File: src/sv/cdsd_pkg.sv
// ----------------------------------------------------------------------------
// cdsd_pkg
// Shared types, codes and lookup functions for the clock digit scan driver.
// ----------------------------------------------------------------------------
package cdsd_pkg;

  localparam int unsigned DIGIT_COUNT = 6;
  localparam int unsigned POS_W       = 3;
  localparam int unsigned TICK_W      = 16;

  typedef logic [7:0]        byte_t;
  typedef logic [3:0]        nibble_t;
  typedef logic [POS_W-1:0]  pos_t;
  typedef logic [TICK_W-1:0] tick_t;

  typedef enum logic {
    CMD_TICK   = 1'b0,
    CMD_BUTTON = 1'b1
  } cmd_t;

  typedef enum logic [1:0] {
    MODE_TIME  = 2'd0,
    MODE_DATE  = 2'd1,
    MODE_YEAR  = 2'd2,
    MODE_BLANK = 2'd3
  } mode_t;

  localparam byte_t   BLANK_CODE   = 8'hFF;
  localparam byte_t   DOT_BIT      = 8'h40;
  localparam tick_t   TICK_MAX     = 16'hFFFF;
  localparam tick_t   BLINK_RESET  = 16'd512;
  localparam pos_t    POS_LAST     = pos_t'(DIGIT_COUNT - 1);

  // digit select bits for each scan position
  function automatic byte_t select_bits(input pos_t pos);
    byte_t sel;
    unique case (pos)
      3'd0:    sel = 8'h00;
      3'd1:    sel = 8'h80;
      3'd2:    sel = 8'h09;
      3'd3:    sel = 8'h01;
      3'd4:    sel = 8'h88;
      3'd5:    sel = 8'h08;
      default: sel = 8'h00;
    endcase
    return sel;
  endfunction

  // number pattern; nibbles above nine show as zero
  function automatic byte_t digit_pattern(input nibble_t nib);
    byte_t pat;
    unique case (nib)
      4'd0:    pat = 8'h00;
      4'd1:    pat = 8'h20;
      4'd2:    pat = 8'h02;
      4'd3:    pat = 8'h22;
      4'd4:    pat = 8'h04;
      4'd5:    pat = 8'h24;
      4'd6:    pat = 8'h06;
      4'd7:    pat = 8'h26;
      4'd8:    pat = 8'h10;
      4'd9:    pat = 8'h30;
      default: pat = 8'h00;
    endcase
    return pat;
  endfunction

endpackage

File: src/sv/clock_digit_scan_display_driver.sv
// ----------------------------------------------------------------------------
// clock_digit_scan_display_driver
// Scans a six-digit clock display one digit per tick, with a mode button.
// ----------------------------------------------------------------------------
// structure: input register, then result register after one level of lookup and
//   counter logic
// throughput: one transaction per cycle while out_stall is low, set by the single result register
// reset: synchronous active-low; mode, digit position, tick count and last
//   seconds clear to zero, blink_ticks returns to 512, both stages empty
module clock_digit_scan_display_driver (
  input  logic                  clk,
  input  logic                  rst_n,
  // configuration
  input  logic                  cfg_valid,
  output logic                  cfg_ready,
  input  logic [15:0]           cfg_blink_ticks,
  // input channel
  input  logic                  in_valid,
  output logic                  in_stall,
  input  logic                  in_command,
  input  logic [7:0]            in_seconds_bcd,
  input  logic [7:0]            in_minutes_bcd,
  input  logic [7:0]            in_hours_bcd,
  input  logic [2:0]            in_weekday,
  input  logic [7:0]            in_date_bcd,
  input  logic [7:0]            in_month_bcd,
  input  logic [7:0]            in_year_bcd,
  input  logic [7:0]            in_century_bcd,
  // result channel
  output logic                  out_valid,
  input  logic                  out_stall,
  output logic [7:0]            out_segment_code,
  output logic                  out_weekday_update,
  output logic [7:0]            out_weekday_leds
);

  import cdsd_pkg::*;

  // input register
  logic  in_valid_r;
  cmd_t  cmd_r;
  byte_t sec_r, min_r, hour_r, date_r, month_r, year_r, cent_r;
  logic [2:0] wday_r;

  // block state
  tick_t blink_r;
  mode_t mode_r, mode_nxt;
  pos_t  pos_r, pos_nxt;
  tick_t ticks_r, ticks_nxt;
  byte_t prev_sec_r;

  // result register
  logic  out_valid_r;
  byte_t code_r, code_nxt;
  logic  upd_r, upd_nxt;
  byte_t leds_r, leds_nxt;

  logic  out_free;
  logic  advance;
  logic  in_take;

  assign out_free  = !out_valid_r || !out_stall;
  assign advance   = in_valid_r && out_free;
  assign in_stall  = in_valid_r && !out_free;
  assign in_take   = in_valid && !in_stall;
  assign cfg_ready = 1'b1;

  always_ff @(posedge clk) begin
    if (!rst_n) begin
      blink_r <= BLINK_RESET;
    end else if (cfg_valid && cfg_ready) begin
      blink_r <= cfg_blink_ticks;
    end
  end

  always_ff @(posedge clk) begin
    if (!rst_n) begin
      in_valid_r <= 1'b0;
    end else if (in_take) begin
      in_valid_r <= 1'b1;
    end else if (advance) begin
      in_valid_r <= 1'b0;
    end
  end

  always_ff @(posedge clk) begin
    if (in_take) begin
      cmd_r   <= cmd_t'(in_command);
      sec_r   <= in_seconds_bcd;
      min_r   <= in_minutes_bcd;
      hour_r  <= in_hours_bcd;
      wday_r  <= in_weekday;
      date_r  <= in_date_bcd;
      month_r <= in_month_bcd;
      year_r  <= in_year_bcd;
      cent_r  <= in_century_bcd;
    end
  end

  // per-item logic
  logic  dot;
  logic  show;
  logic  use_high;
  logic  lit_dot;
  byte_t src;
  nibble_t nib;

  always_comb begin
    pos_nxt = (pos_r >= POS_LAST) ? '0 : pos_r + pos_t'(1);
    if (sec_r == prev_sec_r) begin
      ticks_nxt = (ticks_r == TICK_MAX) ? ticks_r : ticks_r + tick_t'(1);
    end else begin
      ticks_nxt = '0;
    end
    mode_nxt = mode_t'(mode_r + 2'd1);
    dot      = ticks_nxt < blink_r;
  end

  // pick which byte and nibble this position shows
  always_comb begin
    show     = 1'b1;
    src      = sec_r;
    use_high = pos_nxt[0];
    lit_dot  = 1'b0;
    unique case (mode_r)
      MODE_TIME: begin
        unique case (pos_nxt)
          3'd0, 3'd1: src = sec_r;
          3'd2, 3'd3: src = min_r;
          default:    src = hour_r;
        endcase
        lit_dot = dot && (pos_nxt == 3'd2 || pos_nxt == 3'd4);
      end
      MODE_DATE: begin
        unique case (pos_nxt)
          3'd0: begin src = date_r;  use_high = 1'b0; end
          3'd1: begin src = date_r;  use_high = 1'b1; end
          3'd3: begin src = month_r; use_high = 1'b0; end
          3'd4: begin src = month_r; use_high = 1'b1; end
          default: show = 1'b0;
        endcase
      end
      MODE_YEAR: begin
        unique case (pos_nxt)
          3'd1: begin src = year_r; use_high = 1'b0; end
          3'd2: begin src = year_r; use_high = 1'b1; end
          3'd3: begin src = cent_r; use_high = 1'b0; end
          3'd4: begin src = cent_r; use_high = 1'b1; end
          default: show = 1'b0;
        endcase
      end
      default: show = 1'b0;
    endcase
    nib = use_high ? src[7:4] : src[3:0];
  end

  always_comb begin
    if (cmd_r == CMD_BUTTON) begin
      code_nxt = BLANK_CODE;
      upd_nxt  = 1'b0;
      leds_nxt = '0;
    end else begin
      code_nxt = show ? (select_bits(pos_nxt) | digit_pattern(nib) |
                         (lit_dot ? DOT_BIT : 8'h00))
                      : BLANK_CODE;
      upd_nxt  = 1'b1;
      leds_nxt = (wday_r == 3'd0) ? 8'h00 : byte_t'(8'h01 << (wday_r - 3'd1));
    end
  end

  always_ff @(posedge clk) begin
    if (!rst_n) begin
      mode_r     <= MODE_TIME;
      pos_r      <= '0;
      ticks_r    <= '0;
      prev_sec_r <= '0;
    end else if (advance) begin
      if (cmd_r == CMD_BUTTON) begin
        mode_r <= mode_nxt;
      end else begin
        pos_r      <= pos_nxt;
        ticks_r    <= ticks_nxt;
        prev_sec_r <= sec_r;
      end
    end
  end

  always_ff @(posedge clk) begin
    if (!rst_n) begin
      out_valid_r <= 1'b0;
    end else if (out_free) begin
      out_valid_r <= in_valid_r;
    end
  end

  always_ff @(posedge clk) begin
    if (advance) begin
      code_r <= code_nxt;
      upd_r  <= upd_nxt;
      leds_r <= leds_nxt;
    end
  end

  assign out_valid          = out_valid_r;
  assign out_segment_code   = code_r;
  assign out_weekday_update = upd_r;
  assign out_weekday_leds   = leds_r;

  // scan position never leaves the six digits
  a_pos_range: assert property (@(posedge clk) disable iff (!rst_n)
    pos_r <= POS_LAST)
    else $error("digit position out of range");

  // a button transaction advances the mode and nothing else
  a_button_mode: assert property (@(posedge clk) disable iff (!rst_n)
    (advance && cmd_r == CMD_BUTTON) |=>
      (mode_r == mode_t'($past(mode_r) + 2'd1)) && $stable(pos_r) && $stable(ticks_r))
    else $error("button press did not advance mode alone");

  // a tick on the same second counts up unless saturated
  a_tick_count: assert property (@(posedge clk) disable iff (!rst_n)
    (advance && cmd_r == CMD_TICK && sec_r == prev_sec_r && ticks_r != TICK_MAX) |=>
      ticks_r == $past(ticks_r) + tick_t'(1))
    else $error("tick count did not advance");

  // a button result is always blank with no weekday lamps
  a_button_blank: assert property (@(posedge clk) disable iff (!rst_n)
    (out_valid_r && !upd_r) |-> (code_r == BLANK_CODE && leds_r == 8'h00))
    else $error("button result not blank");

  // input side only stalls while holding an item the result side cannot take
  a_stall_cause: assert property (@(posedge clk) disable iff (!rst_n)
    in_stall |-> (in_valid_r && out_valid_r && out_stall))
    else $error("input stalled without cause");

endmodule
File: config.mk
export PLATFORM = sky130hd
export DESIGN_NAME = clock_digit_scan_display_driver
export DESIGN_NICKNAME = d
export VERILOG_FILES = /design/src/sv/cdsd_pkg.sv /design/src/sv/clock_digit_scan_display_driver.sv
export SDC_FILE = /design/constraint.sdc
export NUM_CORES = 1
export LEC_CHECK = 0
export BUFFER_PORTS_ARGS = -buffer_cell sky130_fd_sc_hd__buf_4
export CORE_ASPECT_RATIO = 1.25
export CORE_UTILIZATION = 50
export CTS_BUF_LIST = sky130_fd_sc_hd__clkbuf_4 sky130_fd_sc_hd__clkbuf_8 sky130_fd_sc_hd__clkbuf_16
export CTS_CLUSTER_DIAMETER = 30
export DETAILED_ROUTE_END_ITERATION = 7
export PLACE_DENSITY = 0.73
export SYNTH_ARGS = -nofsm -noshare
export SYNTH_HDL_FRONTEND = slang
export SYNTH_SLANG_ARGS = --single-unit
File: constraint.sdc
create_clock -name clk -period 5.07 [get_ports clk]
set_input_delay 1.2675 -clock clk [delete_from_list [all_inputs] [get_ports clk]]
set_output_delay 1.2675 -clock clk [all_outputs]
set_load 0.02 [all_outputs]
# Word-level counts from Yosys, hierarchy flattened
# Memory sizes are Yosys's and may differ from the RTL's.
# Cells that the tools add are included.
# totals
register_bits	124
mem_bits_ro	64
out_inout_bits	20
wordCells	90
mem_count	1
# classes
addsub	4
n_lt_le_gt_ge	2
eq_ne	9
n_shift	1
muxes	22
bitwise_logic	4
n_reduce_logical	28
# memory_table
name	words	word_bits	rd	rd_clocked_by_memory_dff	wr	line	text
(name not given)	16	4	1	0	0	cdsd_pkg.sv:52	unique case (nib)
# ops
cell	count
$pmux 8 s2	3
$pmux 8 s5	1
$mux 16	2
$pmux 8 s3	1
$reduce_or 2->1	10
$add 16x1->16 const B	1
$eq 16x16->1 const B	1
$lt 16x16->1	1
$mux 8	2
$eq 8x8->1	1
$or 8x7->8	1
$or 8x8->8	1
$reduce_or 4->1	2
$shl 1x3->8 const A	1
$mux 7	1
$eq 3x2->1 const B	2
$eq 3x3->1 const B	2
$logic_not 3->1	2
$mux 1	6
$pmux 1 s2	3
$logic_and 1x1->1	4
$logic_not 1->1	4
$mux 4	1
$reduce_and 2->1	2
other kinds (13)	15

# Longest topological paths before layout
# Gate-level depths: netlist of the first run.
# An unclocked memory read counts as a cell.
# depth
ltp_word	11
ltp_mapped	17

# Least setup slack after synthesis of the first run
# Ideal clock, no wire load.
# synth_timing
path_kind	in2reg
startpoint	in out_stall
endpoint	reg cent_r[0], enable pin
setup_time_ns	0.484
t_arrival_ns	4.218
required_ns	4.586
setup_slack_ns	0.368
cell_stages	2
path_buffers	0
cell_sequence	and3_1 > nor2b_1
# synth_between
elab_chain_cells	6
# synth_rtl
item	line	text
from (decl)	clock_digit_scan_display_driver.sv:31	input logic out_stall,
$logic_not 1->1	clock_digit_scan_display_driver.sv:62	assign out_free = !out_valid_r || !out_stall;
$logic_or 1x1->1	clock_digit_scan_display_driver.sv:62	
$logic_not 1->1	clock_digit_scan_display_driver.sv:64	assign in_stall = in_valid_r && !out_free;
$logic_and 1x1->1	clock_digit_scan_display_driver.sv:64	
$logic_not 1->1	clock_digit_scan_display_driver.sv:65	assign in_take = in_valid && !in_stall;
$logic_and 1x1->1	clock_digit_scan_display_driver.sv:65	
via in_take	clock_digit_scan_display_driver.sv:60	logic in_take;
to (signal assigned)	clock_digit_scan_display_driver.sv:96	cent_r <= in_century_bcd;
to (decl)	clock_digit_scan_display_driver.sv:42	byte_t sec_r, min_r, hour_r, date_r, month_r, year_r, cent_r;
# The timed path passes the listed nets, and every way through them passes these cells.
# A chain may end at the register's enable or synchronous reset.

# Final worst setup path of the first run
# layout_timing
startpoint	reg pos_r[1]
endpoint	reg code_r[5], in the netlist out_segment_code[5], data pin
# layout_between
elab_chain_cells	11
word_cells_on_any_way	35
# layout_rtl
item	line	text
from (decl)	clock_digit_scan_display_driver.sv:48	pos_t pos_r, pos_nxt;
from (signal assigned)	clock_digit_scan_display_driver.sv:181	pos_r <= pos_nxt;
$add 3x1->3 or $ge 3x3->1 (tied branches)	clock_digit_scan_display_driver.sv:109	pos_nxt = (pos_r >= POS_LAST) ? '0 : pos_r + pos_t'(1);
$mux 3 (*)	clock_digit_scan_display_driver.sv:109	
$eq 3x3->1 (tied with other cells)	clock_digit_scan_display_driver.sv:135, clock_digit_scan_display_driver.sv:144	
$reduce_or 2->1, on equally long branches	n/a	
$pmux 8 s2 (tied with other cells)	clock_digit_scan_display_driver.sv:144	unique case (pos_nxt)
$pmux 8 s3 or $pmux 1 s2 (tied branches)	clock_digit_scan_display_driver.sv:125	unique case (mode_r)
$mux 4	clock_digit_scan_display_driver.sv:154	nib = use_high ? src[7:4] : src[3:0];
$mem_v2 16x4	n/a	
$mux 8	clock_digit_scan_display_driver.sv:158	if (cmd_r == CMD_BUTTON) begin
$or 8x8->8	clock_digit_scan_display_driver.sv:163	code_nxt = show ? (select_bits(pos_nxt) | digit_pattern(nib) |
$or 8x7->8	clock_digit_scan_display_driver.sv:163	
to (signal assigned)	clock_digit_scan_display_driver.sv:198	code_r <= code_nxt;
to (decl)	clock_digit_scan_display_driver.sv:54	byte_t code_r, code_nxt;
# Every way passes the cells marked *; elsewhere a longest branch is shown, timed or not. The select of a mux whose other input is x is not followed.

==> results of run 1 <==
==> state kept, by name (all words and copies together), names as in the netlist <==
| register | cells |
|---|---|
| blink_r | 16 |
| cent_r | 8 |
| cmd_r | 1 |
| date_r | 8 |
| hour_r | 8 |
| in_valid_r | 1 |
| min_r | 8 |
| mode_r | 2 |
| month_r | 8 |
| out_segment_code | 8 |
| out_valid | 1 |
| out_weekday_leds | 8 |
| out_weekday_update | 1 |
| pos_r | 3 |
| prev_sec_r | 8 |
| sec_r | 8 |
| ticks_r | 16 |
| wday_r | 3 |
| year_r | 8 |
==> cell usage after synthesis (all sizes together), types with 7 or more instances <==
library cell / number
ha: 22
inv: 26
edfxtp: 77
buf: 18
nand2b: 8
nor2b: 8
a221oi: 10
o211ai: 9
clkbuf: 15
dfxtp: 47
a22oi: 14
nand2: 61
a21oi: 31
o21ai: 33
nor3: 15
xor2: 13
nor2: 62
mux2i: 26
nand4: 8
nand3: 14
xnor2: 9
and3: 7
==> path summary, 6_finish.rpt <==
check                              startpoint                   to  slack, ns
worst max register to register       pos_r[1]  out_segment_code[5]       1.33
worst min register to register  prev_sec_r[2]        prev_sec_r[2]       0.47
worst min-delay path            prev_sec_r[2]        prev_sec_r[2]       0.47
worst max-delay path                 pos_r[1]  out_segment_code[5]       1.33
==> area by class of cell <==
type,count,area share [%]
Clock inverter,14,2.66
Sequential cell,124,42.2
Multi-Input combinational cell,412,35.3
Tap cell,164,2.66
Inverter,26,1.27
Clock buffer,18,5.62
Timing Repair Buffer,105,10.2
==> per-stage QoR <==
stage | area [um^2] | hold WS, ns | total power, W | setup WS, ns
global route | 7710 | 0.496 | 0.00283 | 1.02
global placement | 7070 | 0.455 | 0.00144 | 1.50
floorplan | 6230 | 0.448 | 0.00134 | 0.368
finish | 7710 | 0.467 | 0.00275 | 1.33
CTS | 7710 | 0.469 | 0.00276 | 1.31
detailed placement | 7070 | 0.459 | 0.00145 | 1.35
==> power by group <==
part / internal [W] / total [W] / switching [W]
registers: 0.00113 / 0.00116 / 0.0000308
logic: 0.000128 / 0.000270 / 0.000142
clock network: 0.000839 / 0.00132 / 0.000478
total: 0.00209 / 0.00275 / 0.000650
==> logic make-up after synthesis <==
logic type	Yosys count	share of synthesized area [%]
mux	30	5.02
other cells	2	0.121
xor+xnor	22	3.21
fa+ha+maj	22	4.42
buf+inv	59	4.18
flops	124	52.2
simple gates	201	15.8
compound gates	135	15.0
==> layout by cell type, fill, tap and decap left out, drive strengths merged, types with 4 or more instances in the layout <==
master,instances
nand2,61
inv,32
a21oi,31
a211oi,4
a22oi,14
buf,105
a31oi,4
xor2,13
or2,4
o211ai,9
nand3,14
edfxtp,77
nand2b,8
mux2i,26
dfxtp,47
bufinv,4
ha,22
and3,7
xnor2,9
nor2b,8
a221oi,10
o21ai,33
nor3,15
mux2,4
nand4,8
nor4,4
clkbuf,18
nor2,62
==> critical path, cell delays in order (launching register included) <==
cell and delay, ns:
dfxtp_1 0.83, ha_1 0.59, nand4bb_1 0.16, a21oi_1 0.73, a222oi_1 0.21, o221a_2 0.33, a221o_1 0.37, nand2b_1 0.13
a32oi_1 0.10
==> per-layer routing <==
| metal | global-route usage (%) | vias up |
|---|---|---|
| li1 | - | 2361 |
| met3 | 4.63 | 39 |
| met5 | 0 | - |
| met4 | 11.2 | 0 |
| met1 | 25.2 | 2282 |
| met2 | 40.9 | 128 |
==> results.yml, run 1 <==
floorplanning:
  core_mm2: 0.0122
  pin_count: 101
  die-area_mm2: 0.0129
  rows: 45
  fp.dieW_um: 102
  start_util_pct: 51.2
  dieHeight_um: 127
clock_tree:
  cts_made_buffers: 17
  post_cts_buffers: 0
  cts_resized: 0
  clock_latency_ns: 0.41
  cts_root_buf: "clkbuf_16"
  cts.clk_slew.worst_paths_ns: 0.06
  htree_num_levels: 4
  ctsHoldBuffers: 0
  cts_tree: "done"
  clock_tree.buffer_depth: 2
  clock_sinks: 124
finish:
  final_cells: 863
  fillers: 996
  area_growth_pct: 23.7
  drive_above_1_share_pct: 23.0
  regArea_mm2: 0.00325
  multi_input_area_mm2: 0.00272
  num_antenna_cells: 0
  nNetsFinal: 789
  post-route-util_pct: 63.4
sta:
  max_slew_margin_pct: 33.1
  period_minus_slack_ns: 3.74
  hold_viol: 0
  finalClockSkew_ns: 0.00830
  setup_violations: 0
  tns_ns: 0
  rsz0062_at_grt: "no"
  fin_crit_sh_pct: 73.7
  drv_slew: 0
  worst_pin_slew_ns: 0.996
  fmax_ghz: 0.268
min_path:
  whs_path_depth: 2
  min_path_type: "flop to flop"
run_status:
  status: "finished clean"
power:
  irDropWorstVdd_uv: 225
  total_leakage_power_nw: 3.10
  powerDensity_mw_per_mm2: 356
placement:
  dpl.hpwl_mm: 9.76
  portBuffers: 99
  placed_cells: 831
  gp_congestion: 0.893
global_route:
  track_usage_pct: 22.8
  antenna_found_initial: 0
  grt_pass1_vias: 4684
  grt-ovfl-total: 0
  grt_max_degree: 61
  grt_pass1_wl_mm: 22.2
synthesis:
  netlist_area_mm2: 0.00623
  syn_avg_cell_area_um2: 10.5
  synth_top_cell_by_area: "edfxtp_1"
  synth_seq_area_share_pct: 52.2
  syn_inst: 595
  synth_warnings: 0
  netlist.area_leader.share_pct: 37.1
  synth-edff-count: 77
  synth_ff_type: "edfxtp_1"
  synth_area_leaders: "edfxtp_1 (37%), dfxtp_1 (15%), ha_1 (4.4%)"
  synth_nets: 698
  synthDistinctLibCells: 73
  synthArstFlopShare_pct: 0
  ys_ff_latch: 124
detailed_routing:
  top_layer_used: "met4"
  via_per_inst: 5.57
  routed_wl_mm: 13.9
  routedWlPerCell_um: 16.2
  wl_met3_um: 468
  remaining_drc_errors: 0
  wl_met2_mm: 7.46
  ant_nets: 0
  drt_iter0_markers: 190
  vias: 4810
  first_pass_iters: 5
  wl_met1_mm: 5.48
critical_path:
  path_max_fanout: 20
  critical_path_class: "flop to flop"
  critPathRequiredTime_ns: 5.18
  r2r_cells: 8
  cp_data_arrival_time_ns: 3.85
  end_kind: "flop"
  cp-start-kind: "flop"
job:
  maxCapViolations: 0
(Power assumes the default switching activity.)
==> run 2: changes to the inputs <==
Settings changed: PLACE_DENSITY 0.73 to 0.76.
Clock period 5.07 ns to 3.2 ns, I/O delays scaled along.
==> results.yml, run 2 (synthesis gave the netlist of run 1 again) <==
detailed_routing:
  routedWlPerCell_um: 16.9
  ant_nets: 0
  first_pass_iters: 5
  routed_wl_mm: 15.1
  drt_iter0_markers: 261
  vias: 5107
  remaining_drc_errors: 0
  via_per_inst: 5.71
min_path:
  min_path_type: "flop to flop"
power:
  total_leakage_power_nw: 3.29
  p_int_w: 0.00341
  combinationalPowerShare_pct: 11.0
  p_seq_share_pct: 41.4
  switchingPower_w: 0.000994
  powerDensity_mw_per_mm2: 548
  finalPower_w: 0.00440
  irDropWorstVdd_uv: 475
  pwr-share-clk_pct: 47.7
  sw_frac_of_total_pct: 22.6
finish:
  top_regs: "blink_r (16), ticks_r (16)"
  post-route-util_pct: 66.0
  layout_commonest_cell: "buf_4"
  num_antenna_cells: 0
  drive_above_1_share_pct: 28.3
  layout_common_cells: "buf_4 (136), edfxtp_1 (77), nor2_1 (62)"
  nNetsFinal: 821
  area_growth_pct: 28.9
clock_tree:
  clock_tree.buffer_depth: 2
  clock_sinks: 124
  cts_root_buf: "clkbuf_16"
  cts_made_buffers: 17
  clock_latency_ns: 0.41
  htree_num_levels: 4
  ctsHoldBuffers: 0
  cts_tree: "done"
  cts.clk_slew.worst_paths_ns: 0.06
global_route:
  grt.met2_usage_pct: 43.3
  grt-ovfl-total: 0
  busiest_layer: "met2"
  grt_max_degree: 57
  use_met1_pct: 25.9
  antenna_found_initial: 0
  grt.met3_usage_pct: 6.72
  track_usage_pct: 24.8
  grt_pass1_wl_mm: 24.0
  grt_pass1_vias: 5131
critical_path:
  end_kind: "flop"
  cp_slowest_stage_delay_ns: 0.48
  worstPathCellList: "inv_1, ha_1, nor2b_1, mux2_4, a22oi_2, a21boi_0, and4bb_2, o22ai_1, nand2b_1, o21ai_1"
  path_buf_inv: 1
  cp-start-kind: "flop"
  cp_data_arrival_time_ns: 3.11
  slowest_stage: "ha_1"
  critPathRequiredTime_ns: 3.32
  cp_top_family: "simple AND/OR/NAND/NOR gates"
  path_max_fanout: 10
  critical_path_class: "flop to flop"
floorplanning:
  start_util_pct: 51.2
  core_mm2: 0.0122
  fp.dieW_um: 102
  dieHeight_um: 127
  pin_count: 101
  rows: 45
  die-area_mm2: 0.0129
sta:
  fin_crit_sh_pct: 93.6
  drv_slew: 0
  tns_ns: 0
  max_slew_margin_pct: 46.3
  period_minus_slack_ns: 3.00
  hold_viol: 0
  worst_pin_slew_ns: 0.805
  setup_violations: 0
  fmax_ghz: 0.334
  finalClockSkew_ns: 0.00901
  rsz0062_at_grt: "no"
placement:
  gp_congestion: 0.893
  portBuffers: 99
  dpl.hpwl_mm: 10.8
run_status:
  status: "finished clean"
job:
  maxCapViolations: 0
## run 2: cell count changes in the layout (fill, tap and decap cells not counted), sizes merged
cell / delta
bufinv: +1
clkinv: +3
inv: -4
buf: +32
## run 2: power groups by stage
stage	Clock (W)	Combinational, W	Sequential, W
3_5_place_dp	0	0.000469	0.00186
3_3_place_gp	0	0.000460	0.00185
2_1_floorplan	0	0.000259	0.00186
6_report	0.00210	0.000482	0.00182
4_1_cts	0.00212	0.000475	0.00182
5_1_grt	0.00220	0.000521	0.00183
## run 2: metal layers
metal	vias to the layer above	routed length (um)	share of wire, %
met3	56	784	5.2
met4	0	822	5.4
met1	2417	5560	37
met2	206	7930	53
met5	-	0	0
li1	2428	-	-
## run 2: worst min-delay path: stages, from the launching register on
cell,delay (ns)
dfxtp_1,0.31
nand2_1,0.05
a21oi_1,0.05
## run 2: path summary, 6_finish.rpt
kind | start | endpoint | slack [ns] | cells past startpoint
setup / recovery | pos_r[1] | out_segment_code[4] | 0.20 | 10
hold / removal | prev_sec_r[3] | prev_sec_r[3] | 0.47 | 2
setup reg to reg | pos_r[1] | out_segment_code[4] | 0.20 | 10
hold reg to reg | prev_sec_r[3] | prev_sec_r[3] | 0.47 | 2
## run 2: layout make-up
type	count	area (um^2)
Inverter	26	97.6
Clock buffer	18	433
Timing Repair Buffer	137	1040
Sequential cell	124	3270
Multi-Input combinational cell	412	2770
Clock inverter	14	218
Fill cell	960	4130
Tap cell	164	205
## run 2: repair_timing
item,CTS,global route
gates resized for setup,0,19
buffers inserted,0,3
endpoints found under the setup margin,0,5
## run 2: per-stage QoR
step | hold slack [ns] | std cells | setup slack [ns] | cell area, um^2
after global routing | 0.488 | 895 | 0.0201 | 8030
after detailed placement | 0.463 | 860 | 0.0299 | 7300
after global placement | 0.454 | 860 | 0.152 | 7300
final | 0.471 | 895 | 0.204 | 8030
after CTS | 0.471 | 892 | 0.0130 | 7950
after floorplan | 0.448 | 595 | 0.0565 | 6230
